[src/rtl/core/aabbxf_pkg.sv]
// shared types and constants for the affine box transform
// no dependencies; used by every module of the block
`default_nettype none

package aabbxf_pkg;

  localparam int COORD_WIDTH_DEF = 32;
  localparam int FRAC_BITS_DEF   = 16;

  localparam int COEF_W    = 32;
  localparam int REG_W     = 64;
  localparam int NUM_REGS  = 6;
  localparam int CFG_IDX_W = 3;
  localparam int NUM_ROWS  = 3;
  localparam int NUM_AXES  = 3;

  // register indexes
  localparam logic [CFG_IDX_W-1:0] REG_ROW0_C01 = 3'd0;
  localparam logic [CFG_IDX_W-1:0] REG_ROW0_C23 = 3'd1;
  localparam logic [CFG_IDX_W-1:0] REG_ROW1_C01 = 3'd2;
  localparam logic [CFG_IDX_W-1:0] REG_ROW1_C23 = 3'd3;
  localparam logic [CFG_IDX_W-1:0] REG_ROW2_C01 = 3'd4;
  localparam logic [CFG_IDX_W-1:0] REG_ROW2_C23 = 3'd5;

  localparam logic [REG_W-1:0] RST_ROW0_C01 = 64'h0000_0000_0001_0000;
  localparam logic [REG_W-1:0] RST_ROW0_C23 = 64'h0000_0000_0000_0000;
  localparam logic [REG_W-1:0] RST_ROW1_C01 = 64'h0001_0000_0000_0000;
  localparam logic [REG_W-1:0] RST_ROW1_C23 = 64'h0000_0000_0000_0000;
  localparam logic [REG_W-1:0] RST_ROW2_C01 = 64'h0000_0000_0000_0000;
  localparam logic [REG_W-1:0] RST_ROW2_C23 = 64'h0000_0000_0001_0000;

  localparam int NUM_STAGES = 6;

  typedef logic signed [COEF_W-1:0] coef_t;

  // one matrix row: three linear coefficients and the translation
  typedef struct packed {
    coef_t m0;
    coef_t m1;
    coef_t m2;
    coef_t t;
  } row_coef_t;

  // load enables, one per pipeline stage
  typedef struct packed {
    logic ld_in;
    logic mul;
    logic sel;
    logic add_a;
    logic add_b;
    logic fin;
  } pipe_en_t;

endpackage

`default_nettype wire

[src/rtl/core/aabbxf_ctrl.sv]
// valid bits and stall control of the transform pipeline
// depends on aabbxf_pkg
`default_nettype none

module aabbxf_ctrl (
  input  logic                  clk,
  input  logic                  rst_n,
  input  logic                  in_valid,
  output logic                  in_ready,
  output logic                  out_valid,
  input  logic                  out_ready,
  output aabbxf_pkg::pipe_en_t  en
);

  localparam int NS = aabbxf_pkg::NUM_STAGES;

  logic [NS:1]   v_r, v_nxt;
  logic [NS+1:1] adv;

  // a stage loads when it is empty or its content moves on
  always_comb begin
    adv[NS+1] = out_ready;
    for (int k = NS; k >= 1; k--) begin
      adv[k] = !v_r[k] || adv[k+1];
    end
  end

  always_comb begin
    v_nxt = v_r;
    if (adv[1]) begin
      v_nxt[1] = in_valid;
    end
    for (int k = 2; k <= NS; k++) begin
      if (adv[k]) begin
        v_nxt[k] = v_r[k-1];
      end
    end
  end

  always_ff @(posedge clk) begin
    if (!rst_n) begin
      v_r <= '0;
    end else begin
      v_r <= v_nxt;
    end
  end

  assign in_ready  = adv[1];
  assign out_valid = v_r[NS];

  assign en.ld_in = adv[1];
  assign en.mul   = adv[2];
  assign en.sel   = adv[3];
  assign en.add_a = adv[4];
  assign en.add_b = adv[5];
  assign en.fin   = adv[6];

endmodule

`default_nettype wire

[config.mk]
export PLATFORM = sky130hd
export DESIGN_NAME = aabbxf_ctrl
export DESIGN_NICKNAME = d
export VERILOG_FILES = /design/src/rtl/core/aabbxf_pkg.sv /design/src/rtl/core/aabbxf_ctrl.sv
export SDC_FILE = /design/constraint.sdc
export NUM_CORES = 1
export LEC_CHECK = 0
export BUFFER_PORTS_ARGS = -buffer_cell sky130_fd_sc_hd__clkbuf_2
export CAP_MARGIN = 10
export CORE_AREA = 10 10 47 49
export CTS_BUF_LIST = sky130_fd_sc_hd__clkbuf_2 sky130_fd_sc_hd__clkbuf_4 sky130_fd_sc_hd__clkbuf_8
export DETAILED_ROUTE_END_ITERATION = 10
export DIE_AREA = 0 0 57 59
export HOLD_SLACK_MARGIN = 0.15
export SLEW_MARGIN = 20
export SYNTH_ARGS = -nofsm -noshare
export SYNTH_HDL_FRONTEND = slang
export SYNTH_SLANG_ARGS = --single-unit
[constraint.sdc]
create_clock -name clk -period 2.6 [get_ports clk]
set_input_delay 0.52 -clock clk [delete_from_list [all_inputs] [get_ports clk]]
set_output_delay 0.52 -clock clk [all_outputs]
set_load 0.03 [all_outputs]
Word level (Yosys, flattened, before mapping)

Cells that the tools add are included.

Add/subtract/negate cells: 0
$mul: 0
Div/mod/pow operators: 0
Magnitude comparators: 0
Equality and inequality tests: 0
Shift operators: 0
Muxes and demuxes: 0
Bitwise operators: 0
Reduce and logical (&&, ||, !) cells: 12

Operators by type and width:

| cell              | count |
|---|---|
| 1-bit logical NOT | 6 |
| 1-bit logical OR  | 6 |

Flip-flop bits (word level): 6
Bits in latches: 0
Memory bits (writable): 0
Bits in read-only memories: 0
Input port bits: 4
Output and inout bits: 8
Word-level logic and storage cells: 18
Memories: 0

Longest topological paths before layout

Gate-level depths: netlist of the first run.

Depth in word-level cells: 7
Gate-level depth with buffers: 3
Gate-level depth less buffers: 3

Least setup slack after synthesis of the first run

No wires, ideal clock.

Path type: reg-to-output
From: reg v_r[6] (netlist name)
To: out en[5] (netlist name)
Arrival time: 1.314 ns
Data required time: 2.080 ns
Path slack: 0.766 ns
Stages on the path, launching flop included: 4
Path buffers: 1
Cell sequence: dfxtp_1 nor2b_4 nand3_1 buf_4

Cells in the longest elaborated chain, start to end: 7

RTL lines:

| what                          | RTL line          | RTL |
|---|---|---|
| start, declared               | aabbxf_ctrl.sv:17 | `logic [NS:1] v_r, v_nxt;` |
| start signal, assigned        | aabbxf_ctrl.sv:44 | `v_r <= v_nxt;` |
| 1-bit logical NOT             | aabbxf_ctrl.sv:24 | `adv[k] = !v_r[k] \|\| adv[k+1];` |
| 1-bit logical OR (6 in a row) | aabbxf_ctrl.sv:24 |  |
| end, declared                 | aabbxf_ctrl.sv:12 | `output aabbxf_pkg::pipe_en_t en` |

Every way passes these cells.

Worst setup path after layout of the first run

From: reg v_r[4] (netlist name)
To: out in_ready

Cells in the longest elaborated chain, start to end: 5

RTL lines:

| what                          | RTL line          | RTL |
|---|---|---|
| 1-bit logical NOT             | aabbxf_ctrl.sv:24 |  |
| 1-bit logical OR (4 in a row) | aabbxf_ctrl.sv:24 |  |
| end, declared                 | aabbxf_ctrl.sv:9  | `output logic in_ready,` |

Every way passes these cells.

==> run_results.csv, run 1 <==
group,metric,value,unit
sta,finClkSkew,0.00219,ns
worst_setup_path,critPathBufInv,1,
global_routing,overflow,0,
clock_network,cts_resized,0,
global_routing,grt_max_degree,9,
floorplanning,die_w,57,µm
synthesis,synthFlopType,"dfxtp_1",
clock_network,cts_buffer_depth,2,
worst_hold_path,hp-start,"v_r[2]$_SDFFE_PN0P_",
outcome,status,"completed",
synthesis,synthDistinctLibCells,15,
clock_network,cts_hold_buffers,0,
floorplanning,io_pins,12,
worst_hold_path,hold_path.class,"reg -> reg",
clock_network,cts_tree,"done",
layout,multi_input_area,133,µm²
floorplanning,initial_utilization,20.0,%
clock_network,clock_sinks,6,
sta,hold_viol,0,
global_routing,grtUsageTotal,4.44,%
sta,fmax,589,MHz
synthesis,synth_top_area_share,42.9,%
worst_setup_path,reg2reg_to,"v_r[1]$_SDFFE_PN0P_",
sta,timing.final.crit_share,65.3,%
sta,slew_violations,0,
placed_design,placed_cell_area,343,µm²
worst_setup_path,critPathSlowestCell,"dfxtp_1",
routing,wl_per_cell,11.4,µm
floorplanning,dieArea,3360,µm²
sta,tns,0,ns
worst_setup_path,critPathKind,"reg -> out",
worst_setup_path,cp.required,2.08,ns
routing,first_pass_iters,3,
clock_network,clk_latency,0.24,ns
worst_hold_path,hold_depth,2,
floorplanning,die_y,59,µm
synthesis,synth_most_common_cell,"dfxtp_1",
routing,antenna_left,0,
floorplanning,core,1400,µm²
synthesis,synth_edf_count,0,
synthesis,synth_top_area_cell,"dfxtp_1",
power_and_ir_drop,seq_power_share,50.2,%
sta,worst_slew_pin_slew,0.198,ns
layout,finalCoreUtilization,26.1,%
global_routing,antenna_found_initial,0,
clock_network,ctsRootBufferMaster,"clkbuf_4",
global_routing,grt_pass1_wl,1110,µm
synthesis,synth_seq_area_share,42.9,%
layout,syn_to_final_growth,30.4,%
power_and_ir_drop,p_leak,0.149,nW
power_and_ir_drop,power.density,527,nW/µm²
routing,drt-total-wl,661,µm
placed_design,port_buffers,11,
synthesis,synthArstFlopShare,0,%
worst_setup_path,cp-end-kind,"primary output",
worst_setup_path,crit_chain,"and4_1, nand3_1, clkbuf_2",
clock_network,clk_pin_slew_worst_paths,0.05,ns
worst_hold_path,min_to,"v_r[3]$_SDFFE_PN0P_",
layout,final_nets,48,
sta,slew_headroom,86.7,%
power_and_ir_drop,pwr-share-comb,4.8,%
flow_run,drv_cap,0,
layout,final_area,365,µm²
power_and_ir_drop,p_clk_share,45.0,%
routing,drt_iter0_markers,1,
routing,vias_per_cell,4.24,
worst_setup_path,ff2ff_setup_slack,1.70,ns
synthesis,syn_area_per_cell,9.34,µm²
layout,nFillCells,163,
routing,vias,246,
power_and_ir_drop,p_sw,41.5,µW
worst_setup_path,crit_arrival,1.18,ns
layout,diodes,0,
layout,reg.largest.list,"v_r: 6 flops",
synthesis,synth_common_cells,"dfxtp_1, nand2_1, inv_1, nand3_1, o21a_1",
power_and_ir_drop,switching_share,21.5,%
placed_design,gp_congestion,0.704,
sta,finalSetupViolCount,0,
clock_network,h-tree-depth,1,
worst_setup_path,cp_max_fo,6,
synthesis,synth_warnings,0,
layout,drive_above_1_share,47.6,%
layout,regArea,120,µm²
worst_setup_path,r2r_cells,3,
sta,period_minus_slack,1.70,ns
placed_design,hpwl,529,µm
worst_setup_path,rr_startpoint,"v_r[6]$_SDFFE_PN0P_",
power_and_ir_drop,ir_worst_vdd,0.191,mV
synthesis,ys_ff_latch,6,
synthesis,synthTopCellsByArea,"dfxtp_1, o31ai_2, o21a_1",
power_and_ir_drop,intPower,151,µW
clock_network,cts-buffers-inserted,3,
global_routing,grt_pass1_vias,264,
routing,drc,0,
synthesis,synthesis.nets,34,
worst_setup_path,cp_top_family,"flip-flops",
layout,top_register,"v_r",
worst_setup_path,cp-start-kind,"register",
clock_network,post_cts_buffers,0,
layout,largest_reg_flops,6,
synthesis,syn-instance-count,30,
worst_setup_path,slowest_delay,0.42,ns
floorplanning,rows,14,
synthesis,netlist_area,280,µm²
sta,grt_setup_unrepaired,"no",
## power groups by stage
stage / clock network, mW / registers (mW) / logic (mW)
after detailed placement: 0 / 0.0983 / 0.00934
after global placement: 0 / 0.0982 / 0.00920
final: 0.0866 / 0.0966 / 0.00926
after floorplan: 0 / 0.0981 / 0.00586
after CTS: 0.0913 / 0.0966 / 0.00935
after global routing: 0.0981 / 0.0968 / 0.0103
## worst register-to-register path, stage by stage (launching register included)
cell	delay, ns
dfxtp_1	0.35
nor2b_4	0.20
inv_2	0.07
o31ai_2	0.21
## per-stage QoR
| stage | cells | setup WS, ns | hold WS (ns) | total power, mW |
|---|---|---|---|---|
| 6_report | 58 | 0.902 | 0.464 | 0.193 |
| 5_1_grt | 58 | 0.803 | 0.478 | 0.205 |
| 4_1_cts | 58 | 0.899 | 0.469 | 0.197 |
| 3_5_place_dp | 55 | 0.910 | 0.459 | 0.108 |
| 3_3_place_gp | 55 | 0.928 | 0.447 | 0.107 |
| 2_1_floorplan | 30 | 0.766 | 0.435 | 0.104 |
## routing by layer
layer	GRT usage [%]	routed length, µm	vias up
met4	5.03	0	0
li1	-	-	128
met5	0	0	-
met1	4.14	293	112
met3	2.79	64	0
met2	6.20	303	6
## placed cells by master, fill, tap and decap left out
cell and count:
and3b_2 1, and4_1 1, and4b_2 1, clkbuf_2 11, clkbuf_4 3, dfxtp_1 6, inv_1 3, inv_2 1
nand2_1 4, nand3_1 3, nand4_1 1, nor2b_4 1, o21a_1 3, o21ai_1 1, o31ai_2 2
## final cells by class
class                           instances  area share (%)
Multi-Input combinational cell         18            36.3
Tap cell                               16            5.48
Clock buffer                            3            6.16
Sequential cell                         6            32.9
Timing Repair Buffer                   11            15.1
Inverter                                4            4.11
## worst max path at each step
stage	from	end	slack, ns	cells past startpoint
after global routing	v_r[4]$_SDFFE_PN0P_	en[5]	0.80	3
after global placement	out_ready	en[3]	0.93	4
after CTS	v_r[4]$_SDFFE_PN0P_	in_ready	0.90	3
after floorplan	v_r[6]$_SDFFE_PN0P_	en[5]	0.77	3
final	v_r[4]$_SDFFE_PN0P_	in_ready	0.90	3
after detailed placement	out_ready	en[3]	0.91	4
## cells by family (layout without fill, tap and decap cells)
| group | count (synthesis) | in the layout | synth area share (%) |
|---|---|---|---|
| compound gates | 6 | 6 | 18.7 |
| simple gates | 12 | 12 | 28.6 |
| flops | 6 | 6 | 42.9 |
| buf+inv | 6 | 18 | 9.82 |
Power figures use the tool's default switching activity.
==> inputs of run 2 (changes only) <==
- clock period: 2.6 -> 1.4 ns (I/O delays scaled with it)
==> run 2 against run 1 <==
- clock skew is 0.0023 ns higher
- hold slack worse by 0.21 ns
- die area stayed put
- critical path depth stayed put
- sequential power is 85% higher
- critical path type unchanged
- highest routed layer unchanged
==> run_results.csv, run 2 (synthesis gave the netlist of run 1 again) <==
group,metric,value,unit
clock_network,h-tree-depth,1,
outcome,status,"completed",
clock_network,cts_buffer_depth,2,
clock_network,cts-buffers-inserted,3,
floorplanning,initial_utilization,20.0,%
floorplanning,die_y,59,µm
worst_setup_path,critPathKind,"reg -> out",
layout,syn_to_final_growth,38.8,%
clock_network,clk_pin_slew_worst_paths,0.04,ns
placed_design,gp_congestion,0.671,
sta,timing.final.crit_share,96.8,%
sta,period_minus_slack,1.35,ns
sta,worst_slew_pin_slew,0.178,ns
floorplanning,dieArea,3360,µm²
global_routing,grt_pass1_vias,274,
routing,vias,251,
clock_network,clock_sinks,6,
worst_setup_path,cp-end-kind,"primary output",
layout,final_nets,48,
power_and_ir_drop,power.total,348,µW
global_routing,overflow,0,
sta,hold_viol,0,
floorplanning,die_w,57,µm
global_routing,grtUsageTotal,4.51,%
worst_setup_path,cp.required,1.12,ns
worst_setup_path,ff2ff_setup_slack,0.50,ns
layout,reg.largest.list,"v_r: 6 flops",
power_and_ir_drop,ir_worst_vdd,0.283,mV
worst_setup_path,crit_arrival,1.07,ns
clock_network,clk_latency,0.24,ns
clock_network,cts_hold_buffers,0,
routing,vias_per_cell,4.33,
layout,top_register,"v_r",
layout,largest_reg_flops,6,
routing,drc,0,
placed_design,port_buffers,11,
flow_run,drv_cap,0,
floorplanning,rows,14,
worst_setup_path,cp-start-kind,"register",
clock_network,cts_tree,"done",
global_routing,grt_max_degree,9,
global_routing,grt_pass1_wl,1170,µm
layout,layout_commonest_cell,"clkbuf_2",
sta,finClkSkew,0.00453,ns
routing,drt-total-wl,680,µm
clock_network,ctsRootBufferMaster,"clkbuf_4",
routing,drt_iter0_markers,1,
sta,fmax,738,MHz
sta,final.setup.worst_slack,0.0452,ns
layout,final_cell_mix,"clkbuf_2, nand2_1, clkbuf_4, dfxtp_2",
global_routing,antenna_found_initial,0,
sta,slew_headroom,88.1,%
floorplanning,core,1400,µm²
sta,finalSetupViolCount,0,
floorplanning,io_pins,12,
power_and_ir_drop,p_leak,0.151,nW
worst_hold_path,hold_path.class,"in -> reg",
routing,first_pass_iters,2,
sta,grt_setup_unrepaired,"yes",
worst_setup_path,cp_max_fo,5,
power_and_ir_drop,power.density,894,nW/µm²
routing,wl_per_cell,11.7,µm
sta,slew_violations,0,
layout,diodes,0,
placed_design,place_ws,0.184,ns
routing,antenna_left,0,
layout,drive_above_1_share,64.3,%
## run 2: changes by cell type in the layout (fill, tap and decap cells not counted), sizes merged
cell    before  now
buf          0    4
clkbuf      14   10
## run 2: stage by stage
step / utilization, % / instance area (µm²) / hold slack (ns) / cells / setup TNS (ns)
2_1_floorplan: - / 287 / 0.398 / 30 / 0
3_3_place_gp: 24.9 / 349 / 0.454 / 55 / 0
3_5_place_dp: 24.9 / 349 / 0.461 / 55 / 0
4_1_cts: 27.1 / 380 / 0.246 / 58 / 0
5_1_grt: 27.8 / 389 / 0.252 / 58 / -0.0188
6_report: 27.8 / 389 / 0.249 / 58 / 0
## run 2: worst max-delay path, stage by stage (launching register included)
cell and delay (ns):
dfxtp_2 0.36, and4_4 0.23, nand3_2 0.08, buf_4 0.17
## run 2: report_power, final
group | internal, mW | switching (mW) | leakage (nW) | total [mW]
clock | 0.0965 | 0.0548 | 0.0138 | 0.151
combinational | 0.00770 | 0.00986 | 0.0854 | 0.0176
sequential | 0.175 | 0.00401 | 0.0516 | 0.179
## run 2: cell type report
class | count | area (µm²)
fill | 174 | 1010
multi-input combinational | 18 | 140
sequential | 6 | 129
timing repair buffer | 11 | 62.6
clock buffer | 3 | 22.5
tap | 16 | 20.0
inverter | 4 | 15.0
## run 2: per-layer routing
| layer | up-vias | share of wire (%) | track usage [%] |
|---|---|---|---|
| li1 | 127 | - | - |
| met1 | 116 | 41 | 3.83 |
| met2 | 8 | 43 | 6.67 |
| met3 | 0 | 15 | 3.65 |
| met4 | 0 | 0 | 4.03 |
| met5 | - | 0 | 0 |
## run 2: final timing paths
path | startpoint | to | depth (start not counted)
worst max-delay path | v_r[3]$_SDFFE_PN0P_ | en[5] | 3
worst min register to register | v_r[2]$_SDFFE_PN0P_ | v_r[3]$_SDFFE_PN0P_ | 2
worst min-delay path | in_valid | v_r[1]$_SDFFE_PN0P_ | 3
worst max register to register | v_r[6]$_SDFFE_PN0P_ | v_r[2]$_SDFFE_PN0P_ | 3
## run 2: what timing repair did
action	4_1_cts	5_1_grt
pin swaps	1	0
setup endpoints to repair	5	5
resized for setup	5	9
buffers inserted	0	0
gates cloned	0	0
