### config.mk
export PLATFORM = sky130hd
export DESIGN_NAME = aabbxf_cfg
export DESIGN_NICKNAME = d
export VERILOG_FILES = /design/src/rtl/core/aabbxf_pkg.sv /design/src/rtl/core/aabbxf_cfg.sv
export SDC_FILE = /design/constraint.sdc
export NUM_CORES = 1
export LEC_CHECK = 0
export BUFFER_PORTS_ARGS = -buffer_cell sky130_fd_sc_hd__buf_2
export CAP_MARGIN = 20
export CORE_MARGIN = 2
export CORE_UTILIZATION = 43
export DETAILED_ROUTE_END_ITERATION = 10
export PLACE_DENSITY = 0.72
export SLEW_MARGIN = 20
export SYNTH_ARGS = -nofsm -noshare
export SYNTH_HDL_FRONTEND = slang
export SYNTH_SLANG_ARGS = --single-unit
### constraint.sdc
create_clock -name clk -period 2.3 [get_ports clk]
set_input_delay 0.23 -clock clk [delete_from_list [all_inputs] [get_ports clk]]
set_output_delay 0.23 -clock clk [all_outputs]
set_load 0.01 [all_outputs]
### src/rtl/core/aabbxf_pkg.sv
// shared types and constants for the affine box transform
// no dependencies; used by every module of the block
`default_nettype none

package aabbxf_pkg;

  localparam int COORD_WIDTH_DEF = 32;
  localparam int FRAC_BITS_DEF   = 16;

  localparam int COEF_W    = 32;
  localparam int REG_W     = 64;
  localparam int NUM_REGS  = 6;
  localparam int CFG_IDX_W = 3;
  localparam int NUM_ROWS  = 3;
  localparam int NUM_AXES  = 3;

  // register indexes
  localparam logic [CFG_IDX_W-1:0] REG_ROW0_C01 = 3'd0;
  localparam logic [CFG_IDX_W-1:0] REG_ROW0_C23 = 3'd1;
  localparam logic [CFG_IDX_W-1:0] REG_ROW1_C01 = 3'd2;
  localparam logic [CFG_IDX_W-1:0] REG_ROW1_C23 = 3'd3;
  localparam logic [CFG_IDX_W-1:0] REG_ROW2_C01 = 3'd4;
  localparam logic [CFG_IDX_W-1:0] REG_ROW2_C23 = 3'd5;

  localparam logic [REG_W-1:0] RST_ROW0_C01 = 64'h0000_0000_0001_0000;
  localparam logic [REG_W-1:0] RST_ROW0_C23 = 64'h0000_0000_0000_0000;
  localparam logic [REG_W-1:0] RST_ROW1_C01 = 64'h0001_0000_0000_0000;
  localparam logic [REG_W-1:0] RST_ROW1_C23 = 64'h0000_0000_0000_0000;
  localparam logic [REG_W-1:0] RST_ROW2_C01 = 64'h0000_0000_0000_0000;
  localparam logic [REG_W-1:0] RST_ROW2_C23 = 64'h0000_0000_0001_0000;

  localparam int NUM_STAGES = 6;

  typedef logic signed [COEF_W-1:0] coef_t;

  // one matrix row: three linear coefficients and the translation
  typedef struct packed {
    coef_t m0;
    coef_t m1;
    coef_t m2;
    coef_t t;
  } row_coef_t;

  // load enables, one per pipeline stage
  typedef struct packed {
    logic ld_in;
    logic mul;
    logic sel;
    logic add_a;
    logic add_b;
    logic fin;
  } pipe_en_t;

endpackage

`default_nettype wire

### src/rtl/core/aabbxf_cfg.sv
// configuration register file for the affine box transform
// depends on aabbxf_pkg
`default_nettype none

module aabbxf_cfg (
  input  logic                                  clk,
  input  logic                                  rst_n,
  input  logic                                  cfg_wr_en,
  input  logic [aabbxf_pkg::CFG_IDX_W-1:0]      cfg_index,
  input  logic [aabbxf_pkg::REG_W-1:0]          cfg_data,
  output aabbxf_pkg::row_coef_t                 row_coef [aabbxf_pkg::NUM_ROWS]
);

  logic [aabbxf_pkg::REG_W-1:0] r0c01_r, r0c23_r, r1c01_r, r1c23_r, r2c01_r, r2c23_r;
  logic [aabbxf_pkg::REG_W-1:0] r0c01_nxt, r0c23_nxt, r1c01_nxt, r1c23_nxt;
  logic [aabbxf_pkg::REG_W-1:0] r2c01_nxt, r2c23_nxt;

  always_comb begin
    r0c01_nxt = r0c01_r;
    r0c23_nxt = r0c23_r;
    r1c01_nxt = r1c01_r;
    r1c23_nxt = r1c23_r;
    r2c01_nxt = r2c01_r;
    r2c23_nxt = r2c23_r;
    if (cfg_wr_en) begin
      case (cfg_index)
        aabbxf_pkg::REG_ROW0_C01: r0c01_nxt = cfg_data;
        aabbxf_pkg::REG_ROW0_C23: r0c23_nxt = cfg_data;
        aabbxf_pkg::REG_ROW1_C01: r1c01_nxt = cfg_data;
        aabbxf_pkg::REG_ROW1_C23: r1c23_nxt = cfg_data;
        aabbxf_pkg::REG_ROW2_C01: r2c01_nxt = cfg_data;
        aabbxf_pkg::REG_ROW2_C23: r2c23_nxt = cfg_data;
        default: ;  // unused index, write dropped
      endcase
    end
  end

  always_ff @(posedge clk) begin
    if (!rst_n) begin
      r0c01_r <= aabbxf_pkg::RST_ROW0_C01;
      r0c23_r <= aabbxf_pkg::RST_ROW0_C23;
      r1c01_r <= aabbxf_pkg::RST_ROW1_C01;
      r1c23_r <= aabbxf_pkg::RST_ROW1_C23;
      r2c01_r <= aabbxf_pkg::RST_ROW2_C01;
      r2c23_r <= aabbxf_pkg::RST_ROW2_C23;
    end else begin
      r0c01_r <= r0c01_nxt;
      r0c23_r <= r0c23_nxt;
      r1c01_r <= r1c01_nxt;
      r1c23_r <= r1c23_nxt;
      r2c01_r <= r2c01_nxt;
      r2c23_r <= r2c23_nxt;
    end
  end

  // low half is the even column, high half the odd one (or translation)
  assign row_coef[0] = {r0c01_r[31:0], r0c01_r[63:32], r0c23_r[31:0], r0c23_r[63:32]};
  assign row_coef[1] = {r1c01_r[31:0], r1c01_r[63:32], r1c23_r[31:0], r1c23_r[63:32]};
  assign row_coef[2] = {r2c01_r[31:0], r2c01_r[63:32], r2c23_r[31:0], r2c23_r[63:32]};

endmodule

`default_nettype wire

Word-level counts from Yosys, hierarchy flattened --
Cells that the tools add are included.
Cells by class: eq/ne operators 5, reduce and logical (&&, ||, !) cells 7
Operator list (count):
- 2-bit AND reduction | 6
- 3-bit by 2-bit equality test with 1-bit output (second input constant) | 2
- 3-bit equality test (second input constant) | 2
- 3-bit by 1-bit equality test with 1-bit output (second input constant) | 1
- 3-bit zero test | 1
Word-level totals: logic and storage cells 18, bits in registers 384, input bits 70

Longest topological paths before layout --
Gate-level depths: netlist (run 1).
word-level depth 2, depth in mapped cells 5, depth with buffers taken out 2

Worst setup path before layout (run 1) --
Ideal clock, no wire load.
path type input-to-reg, from input port cfg_index[1] (netlist bit), to register r0c01_r[0] (netlist bit), stages on the path 4, path buffers 2, required time 2.228 ns, arrival 1.022 ns, library setup time 0.072 ns, slack 1.207 ns, cells stage by stage nor4b_4 > buf_12 > buf_12 > mux2i_1
Between the ends: longest elaborated chain between the ends 2
RTL lines:
- start: declaration | line aabbxf_cfg.sv:9 | input logic [aabbxf_pkg::CFG_IDX_W-1:0] cfg_index,
- 3-bit zero test | line aabbxf_cfg.sv:26 | case (cfg_index)
- 2-bit AND reduction (no source line)
- end signal: assignment | line aabbxf_cfg.sv:40 | r0c01_r <= aabbxf_pkg::RST_ROW0_C01;
- end signal: assignment | line aabbxf_cfg.sv:47 | r0c01_r <= r0c01_nxt;
- end: declaration | line aabbxf_cfg.sv:14 | logic [aabbxf_pkg::REG_W-1:0] r0c01_r, r0c23_r, r1c01_r, r1c23_r, r2c01_r, r2c23_r;
Every way passes these cells. A chain may end at the register's enable or synchronous reset.

Final worst setup path (run 1) --
from input port cfg_index[1] (netlist bit), to register r2c23_r[60] (netlist bit)
Between the ends: longest elaborated chain between the ends 2
RTL lines:
- 3-bit equality test | line aabbxf_cfg.sv:26
- 2-bit AND reduction (no source line)
- end signal: assignment | line aabbxf_cfg.sv:45 | r2c23_r <= aabbxf_pkg::RST_ROW2_C23;
- end signal: assignment | line aabbxf_cfg.sv:52 | r2c23_r <= r2c23_nxt;
- end: declaration | line aabbxf_cfg.sv:14
Every way passes these cells.

==> results of run 1 <==
-- final cells by class --
cell class | instances | area, µm² | share of cell area, %
flip-flops and latches | 384 | 7690 | 42.4
multi-input cells | 840 | 5670 | 31.3
repair buffers | 495 | 2760 | 15.2
clock buffers | 54 | 1150 | 6.37
well taps | 442 | 553 | 3.05
clock inverters | 18 | 294 | 1.62
-- synth_stat cells, drive strengths merged --
cell	count
nand2	445
dfxtp	384
mux2i	384
buf	86
clkbuf	6
nor2b	5
nand4bb	3
nand4b	2
nor4b	1
-- cells by family after synthesis --
logic type | after synthesis | synth area share (%)
and+or+nand+nor | 456 | 12.6
muxes | 384 | 27.3
DFF | 384 | 54.7
buffers and inverters | 92 | 5.39
-- state kept, by name (all words and copies together), names as in the netlist --
| name | flops |
|---|---|
| r1c23_r | 64 |
| r2c23_r | 64 |
| r0c01_r | 64 |
| r1c01_r | 64 |
| r0c23_r | 64 |
| r2c01_r | 64 |
-- tightest hold or removal path, cell delays in order --
cell and delay (ps):
buf_2 80, nand2_1 120, mux2i_1 140
-- report_power, final --
group / switching (mW) / leakage [nW] / internal (mW)
clock: 2.62 / 0.721 / 4.42
combinational: 0.576 / 6.28 / 0.355
sequential: 0.0733 / 3.11 / 6.80
-- metal layers --
metal | up-vias | GRT usage [%]
li1 | 5227 | -
met1 | 5169 | 26.8
met2 | 384 | 36.8
met3 | 63 | 6.80
met4 | 0 | 6.38
met5 | - | 0
-- through the flow --
stage                     util (%)  hold WS (ps)  worst slack (ps)
after global routing          56.0           104               892
after floorplan                  -           390              1210
after global placement        51.4           439               461
after CTS                     56.0          70.5               971
after detailed placement      51.4           445               447
final                         56.0          97.7              1010
-- what timing repair did --
action / CTS / global route
setup endpoints to repair: 0 / 0
endpoints found under the hold margin: 2 / 0
gates resized for setup: 0 / 0
hold buffers: 2 / 0
-- worst paths after layout --
kind	from	endpoint	slack (ps)
worst max register to register	r2c23_r[51]	r2c23_r[51]	1630
worst min register to register	r0c01_r[54]	r0c01_r[54]	450
worst max-delay path	cfg_index[1]	r2c23_r[60]	1010
worst min-delay path	cfg_data[12]	r1c01_r[12]	100
==> metrics.txt, run 1 <==
status finished clean; CP max stage delay about 680 ps; I/O pin count around 450; Metal-1 WL roughly 17,000 µm; # diodes 0; WP buf/inv 2; # setup viols final 0; largest area contributor in the netlist dfxtp_1; post-synthesis register bit count 384; root buffer cell clkbuf_16; hold depth 3; Hold Crit Class in2reg; DR vias ~11,000; total global routing overflow 0; Met3 Routed Length approximately 3400 µm; # Post-CTS Setup Buffers 0; RSZ-0062 raised after global routing no; fin cells approximately 2,200; synth unique cells 12; H-tree Lvls 2; slew margin rel. 49.9%; 1st-iter DRT viols 373; WL met2 18,100 µm; total power around 15 mW; Synth top area share a little over half; CP Max Fanout 20; CP endpoint kind flop; CP cell instances buf_2 -> nand4b_1 -> buf_12 -> mux2i_1; critical path class in2reg; first-pass GRT wire length 58,900 µm; period utilization between 50 and 60%; mean routed wirelength per cell 17.5 µm; final hold viol count 0; Starting Density between 40% and 50%; TNS Setup 0 ps; DP Cell Count between 2,000 and 2,500; P&R area growth vs syn 28.8%; Critical Path Stages 4; Critical Path AT 1670 ps; Inserted Clock Buffers 40; register area share after synthesis between 50 and 60%; # DRC 0; DP HPWL 26,800 µm; Die H ~180 µm; CTS sink cnt 384; largest net degree at the start of global routing 55; syn avg cell area about 11 µm²; core area ~32,000 µm²; CTS tree done; site row count 66; Syn Inst Count 1,316; Least-Margin Pin Slew 748 ps; Placed Area roughly 17,000 µm²; R2R depth 2; nets ~1,800; maximum vdd ir drop 588 µV; highest metal used met4; layout cells sized above 1 a little under a third; most common cell after layout, fill and taps aside buf_2; Fillers 2,880; Critical Path Source Type input pin; die outline width approximately 180 µm; leak pwr between 10 and 15 nW; netlist area before placement 14,100 µm²; Area contributors post-synth dfxtp_1, mux2i_1, nand2_1, buf_6, buf_2; IO Port Bufs about 450; antenna-violating nets left 0; most frequent cells in the layout buf_2, nand2_1, mux2i_1, dfxtp_1, clkbuf_16; Worst Path Required approximately 2700 ps; Design Area, Final 18,100 µm²; Total Wirelength slightly below 40,000 µm; via/cell ratio 4.86; initial antenna violation count 0; Max Freq roughly 770 MHz; GRT Total Usage a little over a fifth; Mapped Nets roughly 1,400; CP max stage cell nand4b_1; family with the most delay on the worst path simple AND/OR/NAND/NOR gates; vias in the first global route between 10,000 and 15,000; post-layout min period around 1300 ps; Max Cap Viol 0; Clock Path Buffers 3; gpl congestion about 0.8; Cell Pwr Density 819 nW/µm²; CTS clk-pin slew, worst paths 60 ps; DRT Pass-1 Iters 7; worst clock skew 0 ps; latest clock arrival within the worst-skew pair ~500 ps; Slew Limit Fails 0; Die ar. ~34,000 µm²; Syn. warnings 0
(Power assumes the default switching activity.)
==> run 2: changes to the inputs <==
==> constraint.sdc (replaced) <==
create_clock -name clk -period 1.2 [get_ports clk]
set_input_delay 0.12 -clock clk [delete_from_list [all_inputs] [get_ports clk]]
set_output_delay 0.12 -clock clk [all_outputs]
set_load 0.01 [all_outputs]
==> run 2 against run 1 <==
  * Clock power grew 75%
  * Non-clock buffer count rose by 46
  * Hold slack worse by 80 ps
  * Via count increased by 2.0%
  * Combinational power grew 110%
  * Utilization is 1.1 points higher
  * Highest routed layer unchanged
==> metrics.txt, run 2 (synthesis results as in run 1) <==
status finished clean; Max Freq 879 MHz; utilization after layout roughly 57%; largest net degree at the start of global routing just under 50; H-tree Lvls 2; vias in the first global route between 10,000 and 15,000; DP Cell Count about 2,200; site row count 66; core area between 30,000 and 40,000 µm²; fin cells 2,276; most common cell after layout, fill and taps aside buf_2; CP max stage delay about 360 ps; # setup viols final 0; 1st-iter DRT viols between 400 and 500; sequential share of power about half; CP max stage cell dfxtp_1; CP Max Fanout 2; R2R Path End r2c01_r[5]; CTS clk-pin slew, worst paths about 60 ps; maximum vdd ir drop approximately 1000 µV; # DRC 0; die outline width 185 µm; R2R depth 2; Hold Crit Class in2reg; Cell Pwr Density approximately 1500 nW/µm²; I/O pin count 454; antenna-violating nets left 0; Clock Path Buffers 3; GRT Total Usage 21.8%; RSZ-0062 raised after global routing no; CTS tree done; Inserted Clock Buffers 39; initial antenna violation count 0; Total Wirelength around 39,000 µm; P&R area growth vs syn 31.4%; leak pwr slightly above 10 nW; gpl congestion 0.804; CP cell instances buf_2; hold depth 3; critical path class reg2out; Die H 185 µm; slew margin rel. 78.1%; Reg-to-Reg Start r2c01_r[5]; root buffer cell clkbuf_16; Comb power frac around 7.0%; DP HPWL 27,400 µm; final hold viol count 0; P_sw about 6.1 mW; most frequent cells in the layout buf_2, nand2_1, mux2i_1, dfxtp_1, buf_4; Design Area, Final about 18,000 µm²; worst clock skew 0 ps; IO Port Bufs around 450; WP buf/inv 1; Max Cap Viol 0; via/cell ratio roughly 4.9; TNS Setup 0 ps; # Post-CTS Setup Buffers 0; Placed Area roughly 17,000 µm²; layout cells sized above 1 about 32%; family with the most delay on the worst path flip-flops; total global routing overflow 0; HP Start cfg_data[51]; Starting Density 43.5%; latest clock arrival within the worst-skew pair between 500 and 600 ps; r2r setup slk 510 ps; hold endpoint r1c23_r[51]; DRT Pass-1 Iters 5; Internal between 20 and 25 mW; Critical Path Source Type flop; Critical Path AT approximately 1000 ps; DR vias approximately 11,000; CP endpoint kind output pin; Least-Margin Pin Slew 328 ps; Slew Limit Fails 0; first-pass GRT wire length slightly below 60,000 µm; Worst Path Required roughly 1100 ps; # diodes 0; mean routed wirelength per cell 17.1 µm; period utilization 94.8%; post-layout min period between 1000 and 1500 ps; Clk pwr share around 45%; sw frac approximately 22%; Die ar. roughly 34,000 µm²; CTS sink cnt around 380; nets around 1,900
-- run 2: power groups by stage --
stage	combinational (mW)	clock, mW	sequential, mW
finish	1.92	12.3	13.2
global placement	1.84	0	13.4
CTS	1.93	12.5	13.2
floorplan	0.911	0	13.6
detailed placement	1.87	0	13.5
global route	2.07	13.1	13.2
-- run 2: how the worst max path moves through the flow --
stage,startpoint,end,slack (ps),cells after the start
5_1_grt,r2c23_r[61],row_coef[29],10,1
6_report,r0c01_r[37],row_coef[325],60,1
3_3_place_gp,cfg_index[1],r0c01_r[61],-120,5
2_1_floorplan,cfg_index[1],r0c01_r[0],220,4
4_1_cts,r0c01_r[16],row_coef[368],30,1
3_5_place_dp,cfg_index[1],r0c01_r[55],-150,5
-- run 2: worst register-to-register path, cell delays in order (launching register included) --
cell	delay (ps)
dfxtp_1	360
nand2_1	80
mux2i_1	170
-- run 2: area by class of cell --
type	instances	area [µm²]
fillers	2805	13900
repair buffers	541	3260
clock buffers	58	1210
multi-input cells	840	5670
well taps	442	553
clock inverters	11	109
flip-flops and latches	384	7690
-- run 2: timing repair --
item | 4_1_cts | 5_1_grt
endpoints found under the setup margin | 0 | 1
hold endpoints to repair | 65 | 0
gates resized for setup | 0 | 2
hold buffers | 18 | 0
-- run 2: stage by stage --
| step | hold slack [ps] | worst slack, ps | total power [mW] |
|---|---|---|---|
| 4_1_cts | 2.26 | 31.6 | 27.6 |
| 5_1_grt | 31.3 | 14.3 | 28.3 |
| 3_5_place_dp | 418 | -155 | 15.3 |
| 2_1_floorplan | 280 | 217 | 14.5 |
| 6_report | 17.9 | 62.5 | 27.4 |
| 3_3_place_gp | 400 | -124 | 15.3 |
-- run 2: metal layers --
metal	track usage, %	vias up	routed length, µm
met2	35.5	424	17700
met3	6.06	95	3120
met1	27.4	5224	16700
li1	-	5320	-
met4	8.35	0	1450
met5	0	-	0
==> run 3: changes to the inputs <==
--- a/config.mk
+++ b/config.mk
@@ -5,12 +5,12 @@
 export SDC_FILE = /design/constraint.sdc
 export NUM_CORES = 1
 export LEC_CHECK = 0
-export BUFFER_PORTS_ARGS = -buffer_cell sky130_fd_sc_hd__buf_2
 export CAP_MARGIN = 20
 export CORE_MARGIN = 2
 export CORE_UTILIZATION = 43
 export DETAILED_ROUTE_END_ITERATION = 10
-export PLACE_DENSITY = 0.72
+export DONT_BUFFER_PORTS = 1
+export PLACE_DENSITY = 0.61
 export SLEW_MARGIN = 20
 export SYNTH_ARGS = -nofsm -noshare
 export SYNTH_HDL_FRONTEND = slang
==> run 3 against run 2 <==
  * The flow now finishes with violations (hold timing, setup timing)
  * Sequential share of layout area grew 5.3 points
  * Utilization shrank 5.0 points
  * Setup slack lost 68 ps
  * Clock skew is the same
  * Via count shrank 14%
  * Critical path depth grew 2
  * Count of clock-buffer cells in the layout grew 1
  * Final area shrank 8.8%
  * First-iteration DRC count shrank 15%
  * Power shrank 2.2%
  * Critical path type is now reg2reg
  * Largest cell class unchanged
==> metrics.txt, run 3 (synthesis results as in run 1) <==
antenna-violating nets left 0; sequential share of power between 50% and 60%; Max Cap Viol 0; total global routing overflow 0; Die ar. between 30,000 and 40,000 µm²; mean routed wirelength per cell around 21 µm; CTS tree done; latest clock arrival within the worst-skew pair 520 ps; critical path class reg2reg; layout cells sized above 1 15.2%; Total Wirelength between 30,000 and 40,000 µm; core area ~32,000 µm²; # setup viols final 2; # DRC 0; largest net degree at the start of global routing roughly 450; fin worst setup slack -5.46 ps; H-tree Lvls 2; Fin Hold WS -234 ps; Die H roughly 180 µm; sw frac between 20 and 25%; Least-Margin Pin Slew about 730 ps; DP HPWL 23,400 µm; Critical Path Source Type flop; 1st-iter DRT viols about 360; P_sw 5.92 mW; nets 1,466; Internal between 20 and 25 mW; IO Port Bufs 0; Cell Pwr Density 1590 nW/µm²; HP Start rst_n; Clk pwr share a little under half; failing checks hold timing, setup timing; status finished with violations; worst clock skew 0 ps; first-pass GRT wire length between 50,000 and 60,000 µm; DR vias around 9,600; root buffer cell clkbuf_16; final hold viol count roughly 130; slew margin rel. 51.1%; site row count 66; Inserted Clock Buffers 40; Clock Path Buffers 3; leak pwr roughly 8 nW; initial antenna violation count 0; Starting Density a little over two fifths; vias in the first global route about 10,000; most frequent cells in the layout nand2_1, mux2i_1, dfxtp_1; CP endpoint kind flop; # diodes 0; CTS sink cnt approximately 380; Critical Path AT approximately 1700 ps; P&R area growth vs syn 19.8%; Hold Crit Class in2reg; via/cell ratio between 5 and 6; utilization after layout a little over half; Max Freq 830 MHz; TNS Setup -10.6 ps; Worst Path Required ~1700 ps; I/O pin count between 400 and 500; CP Max Fanout 2; post-layout min period 1210 ps; GRT Total Usage roughly 22%; Critical Path Source r1c23_r[36]; DRT Pass-1 Iters 5; period utilization 100%; most common cell after layout, fill and taps aside nand2_1; Fillers between 2,000 and 3,000; maximum vdd ir drop around 1000 µV; Reg-to-Reg Start r1c23_r[36]; die outline width 185 µm; gpl congestion roughly 0.75; Slew Limit Fails 0; CTS clk-pin slew, worst paths 60 ps; Comb power frac around 4.2%
run 3: worst max-delay path: stages, from the launching register on:
cell	delay [ps]
dfxtp_2	360
nand2_1	70
dlygate4sd3_1	580
mux2i_1	120
run 3: through the flow:
stage | setup WS [ps] | total power, mW | area [µm²] | instances
floorplan | 217 | 14.5 | 14100 | 1316
global placement | 71.3 | 14.6 | 14200 | 1685
detailed placement | 53.3 | 14.6 | 14200 | 1685
CTS | 12.4 | 27.0 | 17400 | 1938
global route | -27.7 | 27.6 | 16900 | 1865
finish | -5.46 | 26.8 | 16900 | 1865
run 3: routing by layer:
metal / track usage [%] / vias to the layer above / wire [µm]
met4: 7.90 / 0 / 1130
met3: 9.34 / 67 / 4360
met2: 36.5 / 387 / 17900
li1: - / 4485 / -
met5: 0 / - / 0
met1: 24.9 / 4619 / 15100
run 3: path summary, 6_finish.rpt:
kind                 endpoint  slack [ps]  cells after the start
setup / recovery  r1c23_r[36]          -5                      3
hold / removal    r1c01_r[17]        -230                      2
setup reg to reg  r1c23_r[36]          -5                      3
hold reg to reg   r1c23_r[39]         480                      2
run 3: timing repair:
item,4_1_cts,5_1_grt
resized for setup,0,158
hold buffers,184,14
endpoints found under the setup margin,0,138
setup buffers,0,0
endpoints found under the hold margin,384,262
run 3: power groups by stage:
stage | clock network [mW] | registers [mW] | logic (mW)
final | 12.3 | 13.4 | 1.12
after global placement | 0 | 13.7 | 0.880
after floorplan | 0 | 13.6 | 0.911
after detailed placement | 0 | 13.7 | 0.905
after global routing | 13.0 | 13.4 | 1.22
after CTS | 12.5 | 13.4 | 1.16
run 3: area by class of cell:
type	count	area [µm²]	area share [%]
Clock buffer	59	1190	7.08
Tap cell	442	553	3.28
Sequential cell	384	7900	46.9
Clock inverter	10	103	0.609
Multi-Input combinational cell	840	5670	33.7
Timing Repair Buffer	130	1430	8.49
